**config.mk**
```make
export PLATFORM = sky130hd
export DESIGN_NAME = overwrite_ring_fifo_with_peek_top
export DESIGN_NICKNAME = d
export VERILOG_FILES = /design/src/orfp_pkg.sv /design/src/orfp_ram.sv /design/src/orfp_ctrl.sv /design/src/overwrite_ring_fifo_with_peek_top.sv
export SDC_FILE = /design/constraint.sdc
export NUM_CORES = 2
export LEC_CHECK = 0
export ABC_AREA = 1
export BUFFER_PORTS_ARGS = -buffer_cell sky130_fd_sc_hd__buf_2
export CAP_MARGIN = 0
export CORE_UTILIZATION = 55
export DETAILED_ROUTE_END_ITERATION = 8
export GPL_TIMING_DRIVEN = 0
export PLACE_DENSITY = 0.71
export SLEW_MARGIN = 0
export SYNTH_ARGS = -nofsm -noshare
export SYNTH_HDL_FRONTEND = slang
export SYNTH_SLANG_ARGS = --single-unit
```
**constraint.sdc**
```tcl
create_clock -name clk -period 4.7 [get_ports clk]
set_clock_uncertainty 0.2 [all_clocks]
set_input_delay 0.94 -clock clk [delete_from_list [all_inputs] [get_ports clk]]
set_output_delay 0.94 -clock clk [all_outputs]
set_load 0.02 [all_outputs]
```
**src/orfp_pkg.sv**
```systemverilog
// Package with sizes, operation codes and interface structs of the ring FIFO.
`timescale 1ns / 1ps
package orfp_pkg;

  localparam int DEPTH = 256;
  localparam int PTR_W = (DEPTH > 1) ? $clog2(DEPTH) : 1;
  localparam int CNT_W = $clog2(DEPTH + 1);
  localparam int BYTE_W = 8;
  localparam int OFS_W = 8;
  localparam int SUM_W = ((PTR_W > OFS_W) ? PTR_W : OFS_W) + 1;
  localparam int CMP_W = (CNT_W > OFS_W) ? CNT_W : OFS_W;

  typedef enum logic [1:0] {
    OP_WRITE = 2'd0,
    OP_READ  = 2'd1,
    OP_PEEK  = 2'd2
  } op_t;

  typedef struct packed {
    logic              we;
    logic              re;
    logic [PTR_W-1:0]  addr;
    logic [BYTE_W-1:0] wdata;
  } mem_req_t;

  typedef struct packed {
    logic             done;
    logic             valid;
    logic             dropped;
    logic [CNT_W-1:0] fill;
  } res_t;

endpackage

```
**src/orfp_ram.sv**
```systemverilog
// Generic single-port synchronous RAM with a registered read.
`timescale 1ns / 1ps
module orfp_ram #(
  parameter int WIDTH = 8,
  parameter int DEPTH = 256
) (
  input  logic                     clk,
  input  logic                     we,
  input  logic                     re,
  input  logic [$clog2(DEPTH)-1:0] addr,
  input  logic [WIDTH-1:0]         wdata,
  output logic [WIDTH-1:0]         rdata
);

  logic [WIDTH-1:0] mem [DEPTH];

  always_ff @(posedge clk) begin
    if (we) begin
      mem[addr] <= wdata;
    end
    if (re) begin
      rdata <= mem[addr];
    end
  end

endmodule

```
**src/orfp_ctrl.sv**
```systemverilog
// Pointer, count and operation control of the ring FIFO.
`timescale 1ns / 1ps
module orfp_ctrl
  import orfp_pkg::*;
(
  input  logic              clk,
  input  logic              rst,
  input  logic              accept,
  input  logic [1:0]        operation,
  input  logic [BYTE_W-1:0] write_byte,
  input  logic [OFS_W-1:0]  peek_offset,
  output mem_req_t          mem_req,
  output res_t              res
);

  logic [PTR_W-1:0] wptr, wptr_next;
  logic [PTR_W-1:0] rptr, rptr_next;
  logic [CNT_W-1:0] count, count_next;
  logic             valid_next, dropped_next;
  logic             full, empty, peek_hit;
  logic [SUM_W-1:0] pos_sum;
  logic [PTR_W-1:0] peek_pos;

  function automatic logic [PTR_W-1:0] advance(input logic [PTR_W-1:0] p);
    advance = (p == PTR_W'(DEPTH - 1)) ? '0 : p + 1'b1;
  endfunction

  assign full  = (count == CNT_W'(DEPTH));
  assign empty = (count == '0);
  assign peek_hit = (CMP_W'(peek_offset) < CMP_W'(count));

  // A hit keeps the offset below the depth, so one subtract wraps the sum.
  always_comb begin
    pos_sum = SUM_W'(rptr) + SUM_W'(peek_offset);
    if (pos_sum >= SUM_W'(DEPTH)) begin
      pos_sum = pos_sum - SUM_W'(DEPTH);
    end
    peek_pos = pos_sum[PTR_W-1:0];
  end

  always_comb begin
    wptr_next    = wptr;
    rptr_next    = rptr;
    count_next   = count;
    valid_next   = 1'b0;
    dropped_next = 1'b0;
    mem_req      = '{we: 1'b0, re: 1'b0, addr: rptr, wdata: write_byte};
    if (accept) begin
      case (operation)
        OP_WRITE: begin
          mem_req.we   = 1'b1;
          mem_req.addr = wptr;
          wptr_next    = advance(wptr);
          if (full) begin
            rptr_next    = advance(rptr);
            dropped_next = 1'b1;
          end else begin
            count_next = count + 1'b1;
          end
        end
        OP_READ: begin
          if (!empty) begin
            mem_req.re = 1'b1;
            valid_next = 1'b1;
            rptr_next  = advance(rptr);
            count_next = count - 1'b1;
          end
        end
        OP_PEEK: begin
          if (peek_hit) begin
            mem_req.re   = 1'b1;
            mem_req.addr = peek_pos;
            valid_next   = 1'b1;
          end
        end
        default: begin
        end
      endcase
    end
  end

  always_ff @(posedge clk) begin
    if (rst) begin
      wptr     <= '0;
      rptr     <= '0;
      count    <= '0;
      res.done <= 1'b0;
    end else begin
      wptr     <= wptr_next;
      rptr     <= rptr_next;
      count    <= count_next;
      res.done <= accept;
    end
    if (accept) begin
      res.valid   <= valid_next;
      res.dropped <= dropped_next;
      res.fill    <= count_next;
    end
  end

endmodule

```
**src/overwrite_ring_fifo_with_peek_top.sv**
```systemverilog
// Top level of the overwrite-oldest byte ring FIFO with peek.
//
//   Channel   Handshake             Signals
//   command   start high, busy low  operation, write_byte, peek_offset
//   result    done strobe, 1 cycle  read_byte, read_valid, dropped_oldest, fill_count
//
// A command is taken at a clock edge and its result shows on the cycle after, so a new
// command can follow every cycle while busy is low. The single memory port sets this
// figure: a write or a read goes to the byte store at the accepting edge and read data
// is registered. Reset is synchronous; busy is high while rst is high. The receiver
// cannot stall: each result is there for exactly the one cycle that done is high.
`timescale 1ns / 1ps
module overwrite_ring_fifo_with_peek_top
  import orfp_pkg::*;
(
  input  logic              clk,
  input  logic              rst,
  input  logic              start,
  output logic              busy,
  input  logic [1:0]        operation,
  input  logic [BYTE_W-1:0] write_byte,
  input  logic [OFS_W-1:0]  peek_offset,
  output logic              done,
  output logic [BYTE_W-1:0] read_byte,
  output logic              read_valid,
  output logic              dropped_oldest,
  output logic [CNT_W-1:0]  fill_count
);

  logic              accept;
  mem_req_t          mem_req;
  res_t              res;
  logic [BYTE_W-1:0] ram_rdata;

  assign busy   = rst;
  assign accept = start && !busy;

  orfp_ctrl u_ctrl (
    .clk         (clk),
    .rst         (rst),
    .accept      (accept),
    .operation   (operation),
    .write_byte  (write_byte),
    .peek_offset (peek_offset),
    .mem_req     (mem_req),
    .res         (res)
  );

  orfp_ram #(
    .WIDTH (BYTE_W),
    .DEPTH (DEPTH)
  ) u_ram (
    .clk   (clk),
    .we    (mem_req.we),
    .re    (mem_req.re),
    .addr  (mem_req.addr),
    .wdata (mem_req.wdata),
    .rdata (ram_rdata)
  );

  assign done           = res.done;
  assign read_valid     = res.valid;
  assign dropped_oldest = res.dropped;
  assign fill_count     = res.fill;
  assign read_byte      = res.valid ? ram_rdata : '0;

endmodule

```
==> metrics.txt <==
most common cell in the netlist=nand2_1; Ports=42; # port buffers=41; Syn Nets=approximately 9000; Iteration-0 DRC Markers=8996; Syn Area/Cell=10.1 um^2; 1st-pass router iterations=6; CTS max path bufs=3; GR Overflow Total=0; sequential share of the synthesized area=69.7%; Yosys top cell area share=69.1%; setup_tns=0 ns; number of vias per cell=5.73; Sw Share=a little under a quarter; Placer Congestion=1.04; YS warnings=0; Starting Density=55.7%; f_max=between 200 and 250 MHz; Crit Path Max Fanout=10; RSZ-0062 raised after global routing=yes; Power Dens Cells=394 nW/um^2; worst hold-check path type=input port to register; Mapped Area=89800 um^2; Slowest Stage Delay on Critical Path=0.41 ns; final wirelength=around 280 mm; Post-synth top cells=5054 x nand2_1, 2067 x edfxtp_1, 531 x nand3_1; largest net degree at the start of global routing=about 120; leakage=41.4 nW; Placement Rows=147; status=completed; combinational power share=under 10%; core area=roughly 160000 um^2; number of flops mapped to enable cells by yosys=2067; Vias=66000; Slew @ Worst Pin=~1.1 ns; critical path data required time=5.16 ns; cell taking the most area after synthesis=edfxtp_1; Synth Instances=8900; Reg power frac=between 50% and 60%; final critical-path required period=4.65 ns; Net count, final=around 9200; Area Growth Syn to Fin=14.3%; post-route ant nets=0; setup violators final=0; Critical Path AT=5.12 ns; Place WS=-2.29 ns; detailed placement HPWL=186 mm; final slew viol count=0; TritonCTS clock tree=built; Startpoint Class=register; NetSw=9.64 mW; Synth cell types=46; Fin. Hold Viols=0; clock power share=between 40% and 50%; Final period util=99.0%; Worst slew margin=25.8%; drt wl/cell=24.0 um; Sink Count=2093; proportion of layout cells with a drive suffix above 1=11.3%; initial antenna violation count=21; post-route cell area=about 100000 um^2; Reg clk slew, reported paths=0.06 ns; vias in the first global route=62500; Post-synth top flop=edfxtp_1; Die Y=406 um; CP Capture Type=register; Peak VDD IR=approximately 0.44 mV; Clk Latency, worst-skew pair=around 0.89 ns; cts bufs inserted=about 200; DP Area=93300 um^2; H-tree depth=4; Most Frequent Cell on Critical Path=nand2_1; MaxCap Viol Count=0; DRC violations left=0; Worst Slack Setup Final=0.0463 ns; die area=about 160000 um^2; Worst Hold Margin=0.150 ns; Root Driver=clkbuf_16; critical path's slowest cell=dfxtp_1; Die Wd=406 um; global-route wire length before repair=398 mm; global-route usage over all layers=33.6%; Worst Path Class, Setup=register to register; Power Internal=30.8 mW; flops & latches, synth=2093; Async SR Flop Fraction=0%; top cells by area, synth=edfxtp_1 69%, nand2_1 21%, nand3_1 3.0%
-- placed cells by master (no fill, tap or decap), drive strengths merged, types with 6 or more instances in the layout --
master and count:
a21oi 23, buf 351, bufinv 27, clkbuf 462, clkinv 99, clkinvlp 12, dfxtp 26, diode 6
edfxtp 2067, ha 21, inv 83, nand2 5062, nand3 532, nor2 377, nor3 13, o21ai 152
o22ai 6, xor2 11
-- flip-flops by register name, summed over array words and instances (netlist names) --
signal	count
u_ctrl.rptr	8
u_ctrl.wptr	8
u_ram.mem	2048
u_ctrl.count	9
u_ctrl.res	12
u_ram.rdata	8
-- critical path: cells and delay by family, from the launching register on --
family	cells	cell delay (ns)
buffers and inverters	6	1.34
and+or+nand+nor	16	1.84
adders and majority gates	1	0.30
DFF	1	0.41
AOI/OAI and AO/OA	2	0.32
-- power groups by stage --
stage               combinational, mW  clock (mW)  sequential, mW
finish                           3.00        17.0            20.5
detailed placement               2.82           0            20.9
global placement                 2.73           0            21.0
global route                     3.22        17.7            20.5
CTS                              2.87        17.0            20.5
floorplan                        1.52           0            20.9
-- repair_timing --
| item | 4_1_cts | 5_1_grt |
|---|---|---|
| pin swaps | 4 | 2 |
| endpoints found under the setup margin | 2056 | 1989 |
| hold buffers | 0 | 0 |
| resized for setup | 522 | 254 |
| setup buffers | 5 | 3 |
-- cells by family after synthesis --
kind of cell             share of synthesized area (%)
AO/OA/AOI/OAI                                     1.14
buffers and inverters                             2.82
adder cells (fa/ha/maj)                          0.315
AND/OR/NAND/NOR                                   25.9
XOR/XNOR                                         0.146
flip-flops                                        69.7
-- path summary, 6_finish.rpt --
| path | from | end | slack (ns) | cells after the start |
|---|---|---|---|---|
| max reg2reg | u_ctrl.count[4]$_SDFF_PP0_ | u_ram.rdata[2]$_DFFE_PP_ | 0.05 | 25 |
| min reg2reg | u_ctrl.wptr[1]$_SDFFE_PP0P_ | u_ctrl.wptr[1]$_SDFFE_PP0P_ | 0.31 | 2 |
| max | u_ctrl.count[4]$_SDFF_PP0_ | u_ram.rdata[2]$_DFFE_PP_ | 0.05 | 25 |
| min | start | u_ctrl.res[11]$_SDFF_PP0_ | 0.15 | 3 |
-- cell type report --
class	count	area [um^2]
fillers	12400	58600
repair buffers	65	848
clock buffers	249	5320
clock inverters	139	1650
multi-input cells	6226	26600
inverters	82	320
well taps	2160	2700
plain buffers	499	2650
diodes	6	15.0
flip-flops and latches	2093	62600
-- routing by layer --
layer / vias to the layer above / track usage [%] / routed length (um)
met5: - / 0 / 80
met4: 12 / 15.7 / 13900
met3: 638 / 8.32 / 34700
met2: 3856 / 51.3 / 123000
met1: 31500 / 45.4 / 105000
li1: 29900 / - / -
-- metrics by stage --
| stage | power [mW] | utilization [%] | std cells |
|---|---|---|---|
| after floorplan | 22.4 | - | 8900 |
| after global placement | 23.7 | 57.5 | 11100 |
| after detailed placement | 23.7 | 57.8 | 11100 |
| after CTS | 40.3 | 63.3 | 11500 |
| after global routing | 41.4 | 63.6 | 11500 |
| final | 40.5 | 63.7 | 11500 |
No activity file was read; power rests on OpenSTA's default activity.
